`config.mk`:
```
export PLATFORM = sky130hd
export DESIGN_NAME = e2u_queue
export DESIGN_NICKNAME = d
export VERILOG_FILES = /design/src/hw/rtl/euc_to_unicode_decoder_defines.svh /design/src/hw/rtl/e2u_pkg.sv /design/src/hw/rtl/e2u_queue.sv
export SDC_FILE = /design/constraint.sdc
export NUM_CORES = 1
export LEC_CHECK = 0
export BUFFER_PORTS_ARGS = -buffer_cell sky130_fd_sc_hd__buf_2
export CAP_MARGIN = 25
export CELL_PAD_IN_SITES_DETAIL_PLACEMENT = 0
export CELL_PAD_IN_SITES_GLOBAL_PLACEMENT = 1
export CORE_UTILIZATION = 44
export CTS_CLUSTER_SIZE = 16
export DETAILED_ROUTE_END_ITERATION = 7
export PLACE_DENSITY_LB_ADDON = 0.1
export SLEW_MARGIN = 25
export SYNTH_ARGS = -nofsm -noshare
export SYNTH_HDL_FRONTEND = slang
export SYNTH_SLANG_ARGS = --single-unit
export TNS_END_PERCENT = 100
```
`constraint.sdc`:
```
create_clock -name clk -period 1.4 [get_ports clk]
set_input_delay 0 -clock clk [delete_from_list [all_inputs] [get_ports clk]]
set_output_delay 0 -clock clk [all_outputs]
set_load 0.01 [all_outputs]
```
`src/hw/rtl/euc_to_unicode_decoder_defines.svh`:
```
// Assertion macros for the EUC to Unicode decoder.
// Included by files that carry concurrent assertions; no other dependencies.
`ifndef EUC_TO_UNICODE_DECODER_DEFINES_SVH
`define EUC_TO_UNICODE_DECODER_DEFINES_SVH

`ifndef SYNTH
`define E2U_ASSERT(label, clk, rst_n, ante, cons) \
	label: assert property (@(posedge clk) disable iff (!(rst_n)) (ante) |-> (cons)) \
		else $error("e2u check failed");
`define E2U_ASSERT_NEXT(label, clk, rst_n, ante, cons) \
	label: assert property (@(posedge clk) disable iff (!(rst_n)) (ante) |=> (cons)) \
		else $error("e2u check failed");
`else
`define E2U_ASSERT(label, clk, rst_n, ante, cons)
`define E2U_ASSERT_NEXT(label, clk, rst_n, ante, cons)
`endif

`endif

```
`src/hw/rtl/e2u_pkg.sv`:
```
// Shared types and constants of the EUC to Unicode decoder.
// No dependencies.
`timescale 1ns / 1ps
package e2u_pkg;
	localparam logic [1:0] OP_FLAG   = 2'd0;
	localparam logic [1:0] OP_MAP    = 2'd1;
	localparam logic [1:0] OP_DECODE = 2'd2;

	localparam logic [1:0] K_CHAR     = 2'd0;
	localparam logic [1:0] K_TERM     = 2'd1;
	localparam logic [1:0] K_TERM_MAP = 2'd2;

	localparam logic [7:0]  KANA_FIRST = 8'ha0;
	localparam logic [7:0]  KANA_END   = 8'he0;
	localparam logic [15:0] KANA_BASE  = 16'hff60;
	localparam logic [15:0] COUNT_MAX  = 16'hffff;

	localparam int FLAG_DEPTH = 256;
	localparam int MAP_DEPTH  = 65536;
	localparam int Q_DEPTH    = 4;
	localparam int Q_PTR_W    = $clog2(Q_DEPTH);

	typedef struct packed {
		logic [1:0]  kind;
		logic [15:0] cu;
	} entry_t;
endpackage

```
`src/hw/rtl/e2u_queue.sv`:
```
// Short FIFO of classified items between front and back end.
// Depends on e2u_pkg.
`timescale 1ns / 1ps
module e2u_queue import e2u_pkg::*; (
	input  logic   clk,
	input  logic   arst_n,
	input  logic   push,
	input  entry_t push_entry,
	input  logic   pop,
	output entry_t head,
	output logic   full,
	output logic   empty
);
	entry_t             slot_q [Q_DEPTH];
	logic [Q_PTR_W-1:0] wptr_q;
	logic [Q_PTR_W-1:0] rptr_q;
	logic [Q_PTR_W:0]   count_q;

	assign full  = count_q == (Q_PTR_W + 1)'(Q_DEPTH);
	assign empty = count_q == '0;
	assign head  = slot_q[rptr_q];

	always_ff @(posedge clk or negedge arst_n) begin
		if (!arst_n) begin
			wptr_q  <= '0;
			rptr_q  <= '0;
			count_q <= '0;
		end else begin
			if (push) begin
				wptr_q <= wptr_q + 1'b1;
			end
			if (pop) begin
				rptr_q <= rptr_q + 1'b1;
			end
			if (push && !pop) begin
				count_q <= count_q + 1'b1;
			end else if (pop && !push) begin
				count_q <= count_q - 1'b1;
			end
		end
	end

	always_ff @(posedge clk) begin
		if (push) begin
			slot_q[wptr_q] <= push_entry;
		end
	end
endmodule

```
# After elaboration in Yosys (flattened, before gate mapping)
# Memories as Yosys holds them, arrays and structs flattened.
# Index checks and enable logic that the tools add are counted.
# op_classes
addsub	4
n_eq_ne	1
n_reduce_logical	6
mux	4
# ops
op	count
two-way mux 3 bit	2
adder 2 x 1 -> 2 bit (second input constant)	2
adder 3 x 1 -> 3 bit (second input constant)	1
== test 3 bit (second input constant)	1
logical NOT 3 bit	1
subtractor 3 x 1 -> 3 bit (second input constant)	1
logical AND 1 bit	2
logical NOT 1 bit	2
two-way mux 1 bit	2
nonzero test 2 bit	1
# totals
word_cells	19
ramBits	72
register_bits	7
n_memories	1
inputBits	22
# memory_table
name	depth	width	rd	rd_ports_with_merged_regs	wr	line	source
slot_q	4	18	1	0	1	e2u_queue.sv:14	entry_t slot_q [Q_DEPTH];

# Longest topological paths before layout
# Gate-level depths: netlist of run 1.
# depth
word_depth	4
ltp_mapped	7

# Least setup slack after synthesis of run 1
# No wires, ideal clock.
# synth_timing
path_type	reg-to-reg
startpoint	register wptr_q[0]
endpoint	memory slot_q[0][0] in the netlist's numbering (enable)
n_path_buf	0
arrival_time_ps	1097
stages_incl_launch_ff	4
setup_ps	376
slack_ps	-73
cell_sequence	dfrtp_1 -> inv_1 -> ha_1 -> and2_1
# synth_rtl
item	line	source
start: declaration	e2u_queue.sv:15	logic [Q_PTR_W-1:0] wptr_q;
start signal: assignment	e2u_queue.sv:30	wptr_q <= wptr_q + 1'b1;
end: declaration	e2u_queue.sv:14	
# No word-level cell before the write port.

==> metrics.md, run 1 <==
| Metric | Value |
|---|---|
| Cell area power density | 1940 mW/mm2 |
| Vias in the first global route | 1640 |
| Die W | 84.5 um |
| Fin Clk Skew | 0.00625 ns |
| # H-tree levels | 3 |
| CP Class | flop to primary output |
| Crit-path max FO | 10 |
| Worst VDD drop | 0.000931 V |
| Die Ht | 84.5 um |
| Max-cap viol count | 0 |
| Initial DRC count | 100 |
| Layout cells sized above 1 | 44.5% |
| GPL Wtd Cong | 0.740 |
| Yosys top cell by area | edfxtp_1 |
| Type of origin of the critical path | flop |
| Crit end category | primary output |
| Critical Path AT | 1.60 ns |
| Antenna violations before repair | 0 |
| Top cells by area, synth | edfxtp_1, mux4_2, dfrtp_1 |
| Max-slew violations | 0 |
| Antenna-violating nets left | 0 |
| Synth cell types | 18 |
| CTS root buf | clkbuf_8 |
| Clock buffer count from CTS | 9 |
| Drt wl/cell | 17.1 um |
| Synthesized flop and latch total | 79 |
| Largest net degree at the start of global routing | 19 |
| Vias | 1482 |
| Hold Vio Cnt, Final | 0 |
| Fmax | 623 MHz |
| DR vias/cell | 4.99 |
| Grt ovf | 0 |
| Worst slew pin tran | 0.295 ns |
| DIE AREA | 0.00714 mm2 |
| Synth Area per Inst | 23.4 um2 |
| Total power | 7610 uW |
| Share of the synthesized area in the top cell type | 72.2% |
| Synthesized Nets | 156 |
| I/O pin count | 42 |
| Nets | 243 |
| Drt first pass iters | 6 |
| Period utilization | 115% |
| Mapped Cells | 128 |
| Gr usage total | 16.4% |
| Post-synthesis sequential area ratio | 78.1% |
| Mapped Area | 0.00299 mm2 |
| Hold WS | 0.0221 ns |
| FP Rows | 29 |
| DRC Markers | 4 |
| Outcome | finished with violations |
| Worst slew margin | 80.3% |
| Port bufs | 41 |
| Ant diodes | 0 |
| Pleak | 0.00144 uW |
| Dpl hpwl | 3360 um |
| CP required | 1.40 ns |
| Wirelength, routed | 5070 um |
| Area growth syn-to-layout | 31.0% |
| CTS Sinks | 79 |
| Final worst path period need | 1.60 ns |
| RSZ-0062 raised after global routing | true |
| Clk_lat worst skew | 0.33 ns |
| CTS max path bufs | 2 |
| Clock-pin slew on the worst setup and hold paths | 0.08 ns |
| Setup-failing EPs final | 18 |
| Worst min path class | input pin to asynchronous set/reset pin |
| CTS tree | yes |
| Core area | 0.00646 mm2 |
| Failing checks | design-rule violations, negative setup slack |
| Initial core utilization | 46.3% |
| Final WS setup | -0.204 ns |
| First-pass GRT wire length | 8350 um |
| YS warnings | 0 |
-- state kept, by name, summed over array words and instances (netlist names) --
signal	cells
count_q	3
rptr_q	2
wptr_q	2
slot_q	72
-- logic make-up after synthesis --
family / after synthesis / share of synthesized area (%)
flip-flops: 79 / 78.1
multiplexers: 19 / 13.9
AND/OR/NAND/NOR: 9 / 1.63
buffers and inverters: 8 / 1.67
XOR/XNOR: 6 / 1.76
adder cells (fa/ha/maj): 6 / 2.76
AO/OA/AOI/OAI: 1 / 0.167
-- layer usage --
| metal | vias to the layer above | part of all wire, % | global-route usage (%) |
|---|---|---|---|
| met1 | 743 | 43 | 19.9 |
| met4 | 0 | 0.77 | 5.08 |
| met5 | - | 0 | 0 |
| met2 | 40 | 52 | 27.5 |
| li1 | 692 | - | - |
| met3 | 7 | 4.1 | 6.19 |
-- synth_stat cells, drive strengths merged --
| master | count |
|---|---|
| o21ai | 1 |
| mux2 | 1 |
| xnor2 | 2 |
| nor3 | 1 |
| inv | 4 |
| ha | 5 |
| dfrtp | 7 |
| fa | 1 |
| buf | 4 |
| nand2 | 2 |
| nor2 | 1 |
| xor2 | 4 |
| nor3b | 1 |
| mux4 | 18 |
| edfxtp | 72 |
| and2 | 4 |
-- where the power goes --
| part | total, uW | internal, uW | switching [uW] |
|---|---|---|---|
| registers | 3280 | 3110 | 164 |
| clock network | 1450 | 643 | 804 |
| logic | 2880 | 1640 | 1250 |
-- critical path, cell delays in order, from the launching register on --
cell,delay (ns)
dfrtp_2,0.43
buf_12,0.16
mux4_2,0.53
buf_6,0.14
-- stage by stage --
stage	util [%]	setup TNS (ns)	std cells	worst slack (ns)	cell area, um2
after floorplan	-	0	128	0.0171	3000
after global placement	53.2	0	258	0.00490	3430
after detailed placement	53.2	-1.10	258	-0.0612	3430
after CTS	60.0	-3.55	297	-0.235	3870
after global routing	60.7	-4.51	297	-0.283	3920
final	60.7	-3.04	297	-0.204	3920
-- repair_timing --
action,CTS,global route
endpoints found under the hold margin,83,0
gates resized for setup,10,8
setup endpoints to repair,37,19
cloned,0,0
buffers inserted,2,0
hold buffers,21,0
pin swaps,2,3
-- layout make-up --
type,count,area [um2]
clock buffers,9,124
multi-input cells,41,613
flip-flops and latches,79,2340
well taps,77,96.3
inverters,4,15.0
fillers,496,2540
repair buffers,80,687
clock inverters,7,47.5
-- layout by cell type (no fill, tap or decap), types with 5 or more instances in the layout --
master,Yosys,final
buf_6,2,13
buf_2,1,29
ha_1,5,5
dlygate4sd3_1,0,21
buf_4,1,12
dfrtp_1,7,6
clkbuf_8,0,9
edfxtp_1,72,72
mux4_2,18,18
-- final timing paths --
kind                                             start                endpoint  slack, ns  depth (start not counted)
worst max register to register   wptr_q[1]$_DFFE_PN0P_  slot_q[1][1]$_DFFE_PP_       0.07                          5
worst min register to register  count_q[2]$_DFFE_PN0P_  count_q[2]$_DFFE_PN0P_       0.53                          1
worst min-delay path                            arst_n   wptr_q[1]$_DFFE_PN0P_       0.02                          2
worst max-delay path             rptr_q[0]$_DFFE_PN0P_                 head[1]      -0.20                          3
min in group clk                                   pop  count_q[0]$_DFFE_PN0P_       0.11                          4
max in group asynchronous                       arst_n   rptr_q[0]$_DFFE_PN0P_       1.20                          2
No activity file was read; power rests on OpenSTA's default activity.
==> inputs of run 2 (changes only) <==
- SKIP_CTS_REPAIR_TIMING: not set -> 1
- SKIP_LAST_GASP: not set -> 1
==> metrics.md, run 2 (same netlist as run 1, synthesis figures left out) <==
| Metric | Value |
|---|---|
| Outcome | finished with violations |
| Failing checks | design-rule violations, negative setup slack |
| CTS root buf | clkbuf_8 |
| CP Class | flop to primary output |
| Cell area power density | 1890 mW/mm2 |
| DR vias/cell | 4.93 |
| Max-cap viol count | 0 |
| Worst VDD drop | 0.000936 V |
| Inst Count DP | 258 |
| RSZ-0062 raised after global routing | true |
| Worst slew pin tran | 0.292 ns |
| Critical Path AT | 1.59 ns |
| Antenna violations before repair | 0 |
| Crit end category | primary output |
| Clock-pin slew on the worst setup and hold paths | 0.08 ns |
| Area growth syn-to-layout | 28.3% |
| Die Ht | 84.5 um |
| Max FFs per register | 72 |
| R2R cell count | 5 |
| Final WS setup | -0.190 ns |
| First-pass GRT wire length | 8180 um |
| Worst R2R Start | wptr_q[1]$_DFFE_PN0P_ |
| Reg2reg end | slot_q[1][1]$_DFFE_PP_ |
| Pleak | 0.00141 uW |
| DRC Markers | 4 |
| Most frequent cells in the layout | edfxtp_1, buf_2, dlygate4sd3_1 |
| Drt wl/cell | 17.1 um |
| Largest net degree at the start of global routing | 19 |
| Die W | 84.5 um |
| Port bufs | 41 |
| Top reg by flops | slot_q |
| Final worst path period need | 1.59 ns |
| Worst reg-to-reg setup slack | 0.07 ns |
| CTS tree | yes |
| Wirelength, routed | 5090 um |
| Period utilization | 114% |
| Clk_lat worst skew | 0.34 ns |
| CTS max path bufs | 2 |
| I/O pin count | 42 |
| Ant diodes | 0 |
| Drt first pass iters | 6 |
| DIE AREA | 0.00714 mm2 |
| Dpl hpwl | 3360 um |
| GPL Wtd Cong | 0.740 |
| Vias in the first global route | 1582 |
| # H-tree levels | 3 |
| Nets | 243 |
| CP required | 1.40 ns |
| Crit path to | head[6] |
| Crit. Startpoint | rptr_q[0]$_DFFE_PN0P_ |
| Clock buffer count from CTS | 9 |
| Worst slew margin | 80.6% |
| Max-slew violations | 0 |
| Hold Vio Cnt, Final | 0 |
| Gr usage total | 16.1% |
| Fin Clk Skew | 0.00659 ns |
| Vias | 1465 |
| Post-Layout Cell Count | 297 |
| Initial core utilization | 46.3% |
| Leading cell type in the layout, fill and taps excluded | edfxtp_1 |
| Crit-path max FO | 6 |
| Grt ovf | 0 |
| FP Rows | 29 |
| Core area | 0.00646 mm2 |
| Setup-failing EPs final | 18 |
| Worst min path class | input pin to asynchronous set/reset pin |
| Antenna-violating nets left | 0 |
| Initial DRC count | 84 |
| Total power | 7270 uW |
| Fmax | 629 MHz |
| Layout cells sized above 1 | 44.5% |
| Biggest regs | slot_q (72), count_q (3) |
| CTS Sinks | 79 |
| Type of origin of the critical path | flop |
-- run 2: cell counts in the layout (fill, tap and decap cells not counted) --
Identical to the previous run, type by type.
-- run 2: critical path, stage by stage, from the launching register on --
cell     delay [ns]
dfrtp_2        0.41
buf_6          0.16
mux4_2         0.52
buf_2          0.16
-- run 2: area by class of cell --
cell class,instances,area (um2)
well taps,77,96.3
flip-flops and latches,79,2340
inverters,4,15.0
clock buffers,9,124
repair buffers,80,604
fillers,494,2620
clock inverters,7,47.5
multi-input cells,41,613
-- run 2: through the flow --
stage	util, %	instance area, um2	TNS, ns	setup slack, ns	hold WS (ns)
6_report	59.4	3840	-2.82	-0.190	0.0212
3_3_place_gp	53.2	3430	0	0.00490	-0.158
5_1_grt	59.4	3840	-4.40	-0.274	0.0208
2_1_floorplan	-	3000	0	0.0171	-0.296
3_5_place_dp	53.2	3430	-1.10	-0.0612	-0.153
4_1_cts	55.8	3600	-5.65	-0.302	-0.526
-- run 2: how the worst min path moves through the flow --
stage / startpoint / to / slack, ns / cells past startpoint
global placement: arst_n / wptr_q[0]$_DFFE_PN0P_ / -0.16 / 1
CTS: arst_n / wptr_q[1]$_DFFE_PN0P_ / -0.53 / 1
detailed placement: arst_n / count_q[2]$_DFFE_PN0P_ / -0.15 / 1
global route: arst_n / wptr_q[1]$_DFFE_PN0P_ / 0.02 / 2
finish: arst_n / wptr_q[1]$_DFFE_PN0P_ / 0.02 / 2
floorplan: arst_n / count_q[0]$_DFFE_PN0P_ / -0.30 / 0
-- run 2: where the power goes --
group | total (uW) | leakage (uW) | internal (uW) | switching [uW]
logic | 2550 | 0.000585 | 1360 | 1190
registers | 3270 | 0.000742 | 3110 | 159
clock network | 1450 | 0.0000870 | 643 | 804
-- run 2: metal layers --
layer	track usage, %	wire (um)
met5	0	0
met4	5.08	39
met3	6.29	220
met2	26.9	2660
met1	19.6	2160
