$ cat src/hw/rtl/euc_to_unicode_decoder_defines.svh
// Assertion macros for the EUC to Unicode decoder.
// Included by files that carry concurrent assertions; no other dependencies.
`ifndef EUC_TO_UNICODE_DECODER_DEFINES_SVH
`define EUC_TO_UNICODE_DECODER_DEFINES_SVH

`ifndef SYNTH
`define E2U_ASSERT(label, clk, rst_n, ante, cons) \
	label: assert property (@(posedge clk) disable iff (!(rst_n)) (ante) |-> (cons)) \
		else $error("e2u check failed");
`define E2U_ASSERT_NEXT(label, clk, rst_n, ante, cons) \
	label: assert property (@(posedge clk) disable iff (!(rst_n)) (ante) |=> (cons)) \
		else $error("e2u check failed");
`else
`define E2U_ASSERT(label, clk, rst_n, ante, cons)
`define E2U_ASSERT_NEXT(label, clk, rst_n, ante, cons)
`endif

`endif

$ cat src/hw/rtl/e2u_pkg.sv
// Shared types and constants of the EUC to Unicode decoder.
// No dependencies.
`timescale 1ns / 1ps
package e2u_pkg;
	localparam logic [1:0] OP_FLAG   = 2'd0;
	localparam logic [1:0] OP_MAP    = 2'd1;
	localparam logic [1:0] OP_DECODE = 2'd2;

	localparam logic [1:0] K_CHAR     = 2'd0;
	localparam logic [1:0] K_TERM     = 2'd1;
	localparam logic [1:0] K_TERM_MAP = 2'd2;

	localparam logic [7:0]  KANA_FIRST = 8'ha0;
	localparam logic [7:0]  KANA_END   = 8'he0;
	localparam logic [15:0] KANA_BASE  = 16'hff60;
	localparam logic [15:0] COUNT_MAX  = 16'hffff;

	localparam int FLAG_DEPTH = 256;
	localparam int MAP_DEPTH  = 65536;
	localparam int Q_DEPTH    = 4;
	localparam int Q_PTR_W    = $clog2(Q_DEPTH);

	typedef struct packed {
		logic [1:0]  kind;
		logic [15:0] cu;
	} entry_t;
endpackage

$ cat src/hw/rtl/e2u_back.sv
// Back end: applies the output limit, counts characters, splits a pending
// lead plus terminator into at most two results. Depends on e2u_pkg.
`timescale 1ns / 1ps
module e2u_back import e2u_pkg::*; (
	input  logic        clk,
	input  logic        arst_n,
	input  logic [15:0] limit,
	input  logic        empty,
	input  entry_t      head,
	output logic        pop,
	output logic        out_valid,
	input  logic        out_ready,
	output logic [15:0] code_unit,
	output logic        last
);
	logic        out_valid_q;
	logic        phase_q;
	logic [15:0] count_q;
	logic        can_load;
	logic        allowed;
	logic        emit;
	logic [15:0] emit_cu;
	logic        emit_last;
	logic        phase_d;
	logic [15:0] count_d;

	assign can_load = !out_valid_q || out_ready;
	assign allowed  = (limit == 16'h0000) || (count_q < limit);

	always_comb begin
		pop       = 1'b0;
		emit      = 1'b0;
		emit_cu   = 16'h0000;
		emit_last = 1'b0;
		phase_d   = phase_q;
		count_d   = count_q;
		if (!empty && can_load) begin
			case (head.kind)
				K_CHAR: begin
					pop = 1'b1;
					if (allowed) begin
						emit    = 1'b1;
						emit_cu = head.cu;
						count_d = (count_q == COUNT_MAX) ? count_q : count_q + 16'h0001;
					end
				end
				K_TERM: begin
					pop       = 1'b1;
					emit      = 1'b1;
					emit_last = 1'b1;
					count_d   = 16'h0000;
				end
				K_TERM_MAP: begin
					emit = 1'b1;
					if (!phase_q && allowed) begin
						emit_cu = head.cu;
						phase_d = 1'b1;
					end else begin
						pop       = 1'b1;
						emit_last = 1'b1;
						phase_d   = 1'b0;
						count_d   = 16'h0000;
					end
				end
				default: begin
					pop = 1'b1;
				end
			endcase
		end
	end

	always_ff @(posedge clk or negedge arst_n) begin
		if (!arst_n) begin
			out_valid_q <= 1'b0;
			phase_q     <= 1'b0;
			count_q     <= 16'h0000;
		end else begin
			phase_q <= phase_d;
			count_q <= count_d;
			if (emit) begin
				out_valid_q <= 1'b1;
			end else if (out_ready) begin
				out_valid_q <= 1'b0;
			end
		end
	end

	always_ff @(posedge clk) begin
		if (emit) begin
			code_unit <= emit_cu;
			last      <= emit_last;
		end
	end

	assign out_valid = out_valid_q;
endmodule
$ cat config.mk
export PLATFORM = sky130hd
export DESIGN_NAME = e2u_back
export DESIGN_NICKNAME = d
export VERILOG_FILES = /design/src/hw/rtl/euc_to_unicode_decoder_defines.svh /design/src/hw/rtl/e2u_pkg.sv /design/src/hw/rtl/e2u_back.sv
export SDC_FILE = /design/constraint.sdc
export NUM_CORES = 1
export LEC_CHECK = 0
export BUFFER_PORTS_ARGS = -buffer_cell sky130_fd_sc_hd__buf_2
export CORE_UTILIZATION = 48
export DETAILED_ROUTE_END_ITERATION = 6
export GPL_TIMING_DRIVEN = 0
export MAX_ROUTING_LAYER = met4
export PLACE_DENSITY = 0.77
export SLEW_MARGIN = 20
export SYNTH_ARGS = -nofsm -noshare
export SYNTH_HDL_FRONTEND = slang
export SYNTH_SLANG_ARGS = --single-unit
$ cat constraint.sdc
create_clock -name clk -period 3.2 [get_ports clk]
set_input_delay 0.32 -clock clk [delete_from_list [all_inputs] [get_ports clk]]
set_output_delay 0.32 -clock clk [all_outputs]
set_load 0.1 [all_outputs]
* After elaboration in Yosys (flattened, before gate mapping)
Index checks and enable logic that the tools add are counted.
** Word-level totals
- Register bits :: 35
- Bits of input ports :: 38
- Output and inout bits :: 19
- Word-level logic and storage cells :: 44
** Operators by class
- $add $sub $neg :: 1
- Magnitude comparators :: 1
- Equality and inequality tests :: 6
- Muxes and demuxes :: 17
- Reductions and logical operators :: 14
** Operators by type and width (number)
- two-way mux 16 bit :: 5
- one-hot mux 16 bit (3 select lines) :: 1
- one-hot mux 16 bit (2 select lines) :: 1
- adder 16 x 1 -> 16 bit, second input constant :: 1
- == test 16 bit, second input constant :: 1
- zero test 16 bit :: 1
- less-than comparator 16 bit :: 1
- two-way mux 1 bit :: 8
- inequality test 2 bit, second input constant :: 3
- AND reduction 5 bit :: 1
- one-hot mux 1 bit (2 select lines) :: 2
- zero test 1 bit :: 3
- nonzero test 3 bit :: 1
- == test 2 x 1 -> 1 bit, second input constant :: 1
- == test 2 bit, second input constant :: 1
- logical AND 1 bit :: 2
- zero test 2 bit :: 1
- logical OR 1 bit :: 2
- AND reduction 2 bit :: 1
- nonzero test 2 bit :: 1
- OR reduction 2 bit :: 1

* Logic depth before layout (Yosys ltp)
Gate-level depths: netlist of run 1.
- Depth in word-level cells :: 6
- Mapped depth :: 11
- Mapped depth without buffers :: 10

* Least setup slack after synthesis of run 1
Ideal clock, no wire load.
- Path kind :: register -> register
- From :: reg count_q[2]
- To :: reg code_unit[0], enable pin
- Setup time :: 0.413 ns
- Data arrival time :: 2.889 ns
- Slack :: -0.101 ns
- Stages on the path, launching flop included :: 9
- Buffers on the path :: 0
- Period minus slack after synthesis :: 3.301 ns
- Path through :: dfrtp_1 ha_1 a211o_1 a31oi_1 o221ai_2 a21o_1 nand2_1 a21oi_1 nor3_1
** On the way
- Longest elaborated chain between the ends :: 5
** RTL lines
- start: declaration :: line e2u_back.sv:18 : logic [15:0] count_q;
- start signal: assignment :: line e2u_back.sv:79 : count_q <= count_d;
- less-than comparator 16 bit :: line e2u_back.sv:28 : assign allowed = (limit == 16'h0000) || (count_q < limit);
- logical OR 1 bit :: line e2u_back.sv:28
- two-way mux 1 bit :: line e2u_back.sv:41 : if (allowed) begin
- one-hot mux 1 bit (2 select lines) :: line e2u_back.sv:38 : case (head.kind)
- two-way mux 1 bit :: line e2u_back.sv:37 : if (!empty && can_load) begin
- net emit :: line e2u_back.sv:21 : logic emit;
- end signal: assignment :: line e2u_back.sv:90 : code_unit <= emit_cu;
- end: declaration :: line e2u_back.sv:13 : output logic [15:0] code_unit,
The timed path passes the listed nets, and every way through them passes these cells.
A chain may end at the register's enable or synchronous reset.

* Worst setup path in the final report of run 1
- From :: reg count_q[2]
- To :: out pop
** On the way
- Longest elaborated chain between the ends :: 6
** RTL lines
- less-than comparator 16 bit :: line e2u_back.sv:28
- logical OR 1 bit :: line e2u_back.sv:28
- logical AND 1 bit :: line e2u_back.sv:55 : if (!phase_q && allowed) begin
- two-way mux 1 bit :: line e2u_back.sv:55
- two-way mux 1 bit :: line e2u_back.sv:38
- two-way mux 1 bit :: line e2u_back.sv:37
- end: declaration :: line e2u_back.sv:10 : output logic pop,
Every way passes these cells.

==> results.md, run 1 <==
* Status: complete, but fails checks
* Failing checks: DRC
* CP Buf/Inv Count at 2
* GRT Total Usage at 21.9%
* Most frequent cells in the layout: buf_2 (58), inv_1 (22), ha_1 (20), dfrtp_1 (18), edfxtp_1 (17)
* Post-DP Area at 2670 um^2
* TritonCTS clock tree: yes
* Clk_skew at 0.00639 ns
* Clk root buf: clkbuf_8
* Max VDD drop at 0.000298 V
* Clk slew on worst S/H paths at 0.08 ns
* Final Hold Slack at 0.230 ns
* Avg Vias per Cell at 5.65
* Die Y at 71.4 um
* Slew @ Worst Pin at 0.770 ns
* Drt total wl at 4970 um
* # fillers at 378
* Setup repair bufs after CTS at 0
* Peak Freq at 337 MHz
* Final HPWL from detailed placement at 3730 um
* Cell area after synthesis at 2310 um^2
* Starting DRT DRC Count at 140
* Mapped Nets at 301
* Power per Cell Area at 644 nW/um^2
* Final instance area at 2770 um^2
* Fin nets at 365
* First-pass GRT wire length at 8300 um
* Pins over their slew limit at 0
* Largest fanout on the critical path at 7
* Data arrival, critical path at 2.65 ns
* Gr ovfl total at 0
* Max incr delay on CP at 0.45 ns
* Most common cell after layout, fill and taps aside: buf_2
* Startpoint Class: flip-flop
* CTS Hold Bufs at 1
* Unrepaired setup endpoints after global routing: no
* Clk_lat worst skew at 0.29 ns
* Critical path depth in cells at 8
* Required time worst endpoint at 2.88 ns
* Storage element area at 961 um^2
* Final setup viols at 0
* Hold Violations, Final at 0
* Worst path cell trace: ha_1 > a211o_1 > a31oi_1 > o221ai_2 > a41o_1 > nor2_2 > inv_2 > buf_2
* Max-cap violations at 0
* Count of input and output buffers at 56
* Leak at 1.28 nW
* Num CTS Buffers at 5
* # resized after CTS at 0
* Fin cells at 360
* Number of antenna-violating nets in the routed design at 0
* Met2 layer usage reported by global route at 34.5%
* Initial core utilization at 51.6%
* Residual DRC at 5
* Routability congestion estimate at 0.886
* Hold wc startpoint: empty
* Power share of the clock group at 18.6%
* Synth Area per Inst at 9.51 um^2
* Yosys top cell by area: edfxtp_1
* Crit share post-route at 92.8%
* Crit path kind: flip-flop to primary output
* DP Cell Count at 351
* Core area at 4470 um^2
* Synth Instances at 243
* Ys Warns at 0
* Area contributors post-synth: edfxtp_1 (22%), dfrtp_1 (20%), ha_1 (11%)
* Comb pwr share at 40.8%
* CTS H-tree lvls at 2
* Reg2Reg Launch Point: count_q[2]
* Seq/Total Area, Yosys at 41.6%
* R2R Path End: code_unit[5]
* Worst Hold End: out_valid
* Top Ports at 57
* CTS max path bufs at 2
* Horiz. Die Dim at 71.4 um
* Flop pwr share at 40.6%
* Netlist cell types at 50
* HP Class: input pin to flip-flop
* Largest net degree at the start of global routing at 19
* DR pass1 iterations at 7
* Synth top area share at 22.1%
* Flop2flop setup slack at 0.30 ns
* Met1 usage at 28.0%
* Area grow syn2layout at 19.9%
* M3 GR Usage at 4.50%
* Switching Share at 43.9%
* Via count at 2,035
* Worst r2r path cells at 8
* Pwr Total at 1.78 mW
* Crit path max-delay family: compound AO/OA/AOI/OAI gates
* GR peak layer: met2
* FF+latch count, synth at 35
* Antenna Cells at 0
* Fraction of layout instances using a drive strength above 1 at 27.6%
* Clk sinks at 35
* Internal power at 1.00 mW
* Worst setup EP type: primary output
* Min cycle time layout at 2.97 ns
* Vias in the first global route at 1,821
* Rel. slew slack at 48.5%
* Min-Delay Path Depth at 2
* Area of the multi-input gates at 1230 um^2
* Routed wire per std cell at 13.8 um
* Initial antenna violation count at 0
* Slowest CP cell: dfrtp_1
* P_sw at 0.784 mW
* Die area at 5090 um^2
* Row count at 24
[kinds of logic (layout without fill, tap and decap cells)]
logic type                 after synthesis  after routing  share of synthesized area [%]
muxes                                    1              1                          0.488
and+or+nand+nor                        105            105                           25.8
adders and majority gates               20             20                           10.8
buffers and inverters                   31             96                           5.58
DFF                                     35             35                           41.6
AOI/OAI and AO/OA                       51             51                           15.7
[stage by stage]
stage          util [%]  setup TNS (ns)  worst slack [ns]
6_report           61.9               0             0.229
3_3_place_gp       59.5         -0.0796          -0.00547
3_5_place_dp       59.6               0             0.255
4_1_cts            61.9               0             0.222
5_1_grt            61.9               0            0.0610
2_1_floorplan         -               0             0.412
[power by group through the flow]
stage               clock (mW)  sequential [mW]  combinational [mW]
global placement             0            0.721               0.705
detailed placement           0            0.727               0.727
finish                   0.332            0.723               0.728
CTS                      0.340            0.718               0.733
global route             0.355            0.743               0.819
floorplan                    0            0.811               0.461
[flip-flops by register name, summed over array words and instances, names as in the netlist]
register   cells
code_unit     16
count_q       16
last           1
out_valid      1
phase_q        1
[layout make-up]
class / count / area share (%)
Buffer: 8 / 1.54
Clock buffer: 5 / 2.49
Clock inverter: 3 / 0.859
Inverter: 23 / 3.12
Multi-Input combinational cell: 177 / 44.5
Sequential cell: 35 / 34.7
Tap cell: 52 / 2.35
Timing Repair Buffer: 57 / 10.5
[Yosys cell counts, drive strengths merged]
cell type,n
nor4,4
buf,3
or3,5
and3,3
nor3,8
or2,1
or3b,2
a41o,2
nand2,17
clkbuf,5
nand2b,5
a31oi,2
a311oi,1
o21ai,16
o211ai,8
inv,23
a21oi,8
nor2b,3
nand3,11
ha,20
nor2,15
nor4b,1
a31o,1
o21a,1
o311ai,1
edfxtp,17
and3b,1
o221ai,3
or2b,1
a21o,3
nand3b,6
or4,1
o31ai,1
dfrtp,18
and2,17
mux2,1
a211o,4
nand4,4
[layer usage]
layer  part of all wire (%)  vias up
li1                       -     1010
met5                      0        -
met4                    1.4        0
met2                     48       65
met3                    6.0        5
met1                     45      955
[worst max path at each step]
stage	startpoint	end	slack [ns]
floorplan	count_q[2]	code_unit[0]	0.41
global placement	limit[2]	code_unit[15]	-0.005
detailed placement	limit[2]	code_unit[14]	0.25
CTS	count_q[2]	pop	0.22
global route	count_q[2]	code_unit[5]	0.06
finish	count_q[2]	pop	0.23
Power figures use the tool's default switching activity.
==> inputs of run 2 (changes only) <==
Settings changed: CORE_UTILIZATION 48 to 30, PLACE_DENSITY 0.77 to 0.53.
==> run 2 against run 1 <==
Effect of this change:
- largest cell class unchanged
- sequential power is essentially flat
- hold slack improved by 0.0062 ns
- non-clock buffer count stayed put
- the flow now finishes without violations
- total power is 5.0% higher
- via count down 1.8%
- clock skew grew 0.012 ns
- critical path depth is the same
- cell count grew 13%
- wire length grew 12%
- die area grew 58%
- setup slack got worse by 0.076 ns
- largest power group unchanged
- combinational power is 1% higher
==> results.md, run 2 (synthesized netlist as in run 1, its figures left out) <==
* Max-cap violations at 0 (unchanged)
* Row count at 31 (+29%)
* Power per Cell Area at 658 nW/um^2 (+2.1%)
* Pwr Total at 1.87 mW (+5.0%)
* Fraction of layout instances using a drive strength above 1 at 27.6% (unchanged)
* Biggest registers after layout: code_unit: 16 flops, count_q: 16 flops
* Post-DP Area at 2730 um^2 (+2.2%)
* Area grow syn2layout at 23.3%
* Leak at 1.30 nW (+1.4%)
* Number of antenna-violating nets in the routed design at 0 (unchanged)
* Final HPWL from detailed placement at 4080 um (+9.4%)
* GRT Total Usage at 14.9% (-6.9 points)
* Count of input and output buffers at 56 (unchanged)
* Final instance area at 2850 um^2 (+2.8%)
* Fin nets at 365 (unchanged)
* Most common cell after layout, fill and taps aside: buf_2
* Largest fanout on the critical path at 7 (unchanged)
* Reg2Reg Launch Point: count_q[2]
* Antenna Cells at 0 (unchanged)
* Via count at 1,998 (-1.8%)
* Num CTS Buffers at 5 (unchanged)
* Horiz. Die Dim at 89.7 um (+26%)
* Most frequent cells in the layout: buf_2 (58), inv_1 (22), ha_1 (20), dfrtp_1 (18), edfxtp_1 (17)
* CTS H-tree lvls at 2 (unchanged)
* Startpoint Class: flip-flop
* Gr ovfl total at 0 (unchanged)
* Rel. slew slack at 48.9% (+0.34 points)
* Hold Violations, Final at 0 (unchanged)
* R2R Path End: code_unit[7]
* Residual DRC at 0 (-5)
* Max VDD drop at 0.000349 V (+17%)
* Clk sinks at 35 (unchanged)
* Starting DRT DRC Count at 153 (+9.3%)
* Worst Hold End: out_valid
* DR pass1 iterations at 5 (-2)
* TritonCTS clock tree: yes
* Status: finished clean
* Clk root buf: clkbuf_8
* Crit share post-route at 95.2% (+2.4 points)
* Required time worst endpoint at 2.88 ns (about the same)
* Pins over their slew limit at 0 (unchanged)
* Worst setup EP type: primary output
* Die Y at 89.7 um (+26%)
* Avg Vias per Cell at 4.91 (-13%)
* Clk_lat worst skew at 0.30 ns (about the same)
* Slew @ Worst Pin at 0.765 ns (-0.00508 ns)
* Hold wc startpoint: empty
* DP Cell Count at 398 (+13%)
* Crit path kind: flip-flop to primary output
* Core area at 7330 um^2 (+64%)
* Clk slew on worst S/H paths at 0.09 ns (about the same)
* Peak Freq at 328 MHz (-2.5%)
* CTS max path bufs at 2 (unchanged)
* Data arrival, critical path at 2.73 ns (+0.08 ns)
* HP Class: input pin to flip-flop
* Routability congestion estimate at 0.770 (-13%)
* Flop2flop setup slack at 0.25 ns (-0.05 ns)
* Initial antenna violation count at 0 (unchanged)
* TNS Setup at 0 ns (unchanged)
* Largest net degree at the start of global routing at 19 (unchanged)
* Vias in the first global route at 1,964 (+7.9%)
* Routed wire per std cell at 13.7 um (-0.89%)
* Final core occ at 38.8% (-23 points)
* Unrepaired setup endpoints after global routing: no
* CTS Hold Bufs at 1 (unchanged)
* Die area at 8050 um^2 (+58%)
* Drt total wl at 5570 um (+12%)
* Clk_skew at 0.0186 ns (+0.0122 ns)
* Final setup viols at 0 (unchanged)
* Fin cells at 407 (+13%)
* Initial core utilization at 31.5% (-20 points)
* Min-Delay Path Depth at 2 (unchanged)
* # resized after CTS at 0 (unchanged)
* Min cycle time layout at 3.05 ns (+0.0758 ns)
* First-pass GRT wire length at 9390 um (+13%)
* Setup repair bufs after CTS at 0 (unchanged)
* Worst r2r path cells at 8 (unchanged)
* Top Ports at 57 (unchanged)
run 2: layout make-up:
type	count	area, um^2
buffer	8	42.5
inverter	23	86.3
tap	99	124
timing repair buffer	57	290
sequential	35	961
multi-input combinational	177	1230
clock buffer	5	68.8
fill	737	4480
clock inverter	3	43.8
run 2: metrics by stage:
| step | setup WS, ns | hold WS (ns) |
|---|---|---|
| floorplan | 0.412 | 0.0244 |
| global placement | -0.0891 | 0.298 |
| detailed placement | 0.264 | 0.303 |
| CTS | 0.152 | 0.228 |
| global route | 0.0476 | 0.255 |
| finish | 0.154 | 0.236 |
run 2: worst max path at each step:
stage	from	endpoint	slack, ns	cells after the start
finish	count_q[2]	pop	0.15	8
global route	count_q[2]	pop	0.05	8
CTS	count_q[2]	pop	0.15	8
detailed placement	limit[2]	code_unit[11]	0.26	10
global placement	limit[2]	code_unit[10]	-0.09	10
floorplan	count_q[2]	code_unit[0]	0.41	8
run 2: where the power goes:
group          total, mW  switching (mW)  internal [mW]
clock              0.414           0.182          0.232
sequential         0.722           0.142          0.581
combinational      0.737           0.473          0.264
run 2: worst max-delay path: stages (launching register included):
cell and delay [ns]:
dfrtp_1 0.45, ha_1 0.31, a211o_1 0.29, a31oi_1 0.21, o221ai_2 0.17, a41o_1 0.27, nor2_2 0.28, inv_2 0.13
buf_2 0.32
run 2: routing by layer:
metal | global-route usage [%] | vias up | wire length [um]
met2 | 23.7 | 37 | 2550
met3 | 3.64 | 4 | 218
met4 | 3.55 | 0 | 37
met5 | - | - | 0
met1 | 19.2 | 953 | 2760
li1 | - | 1004 | -
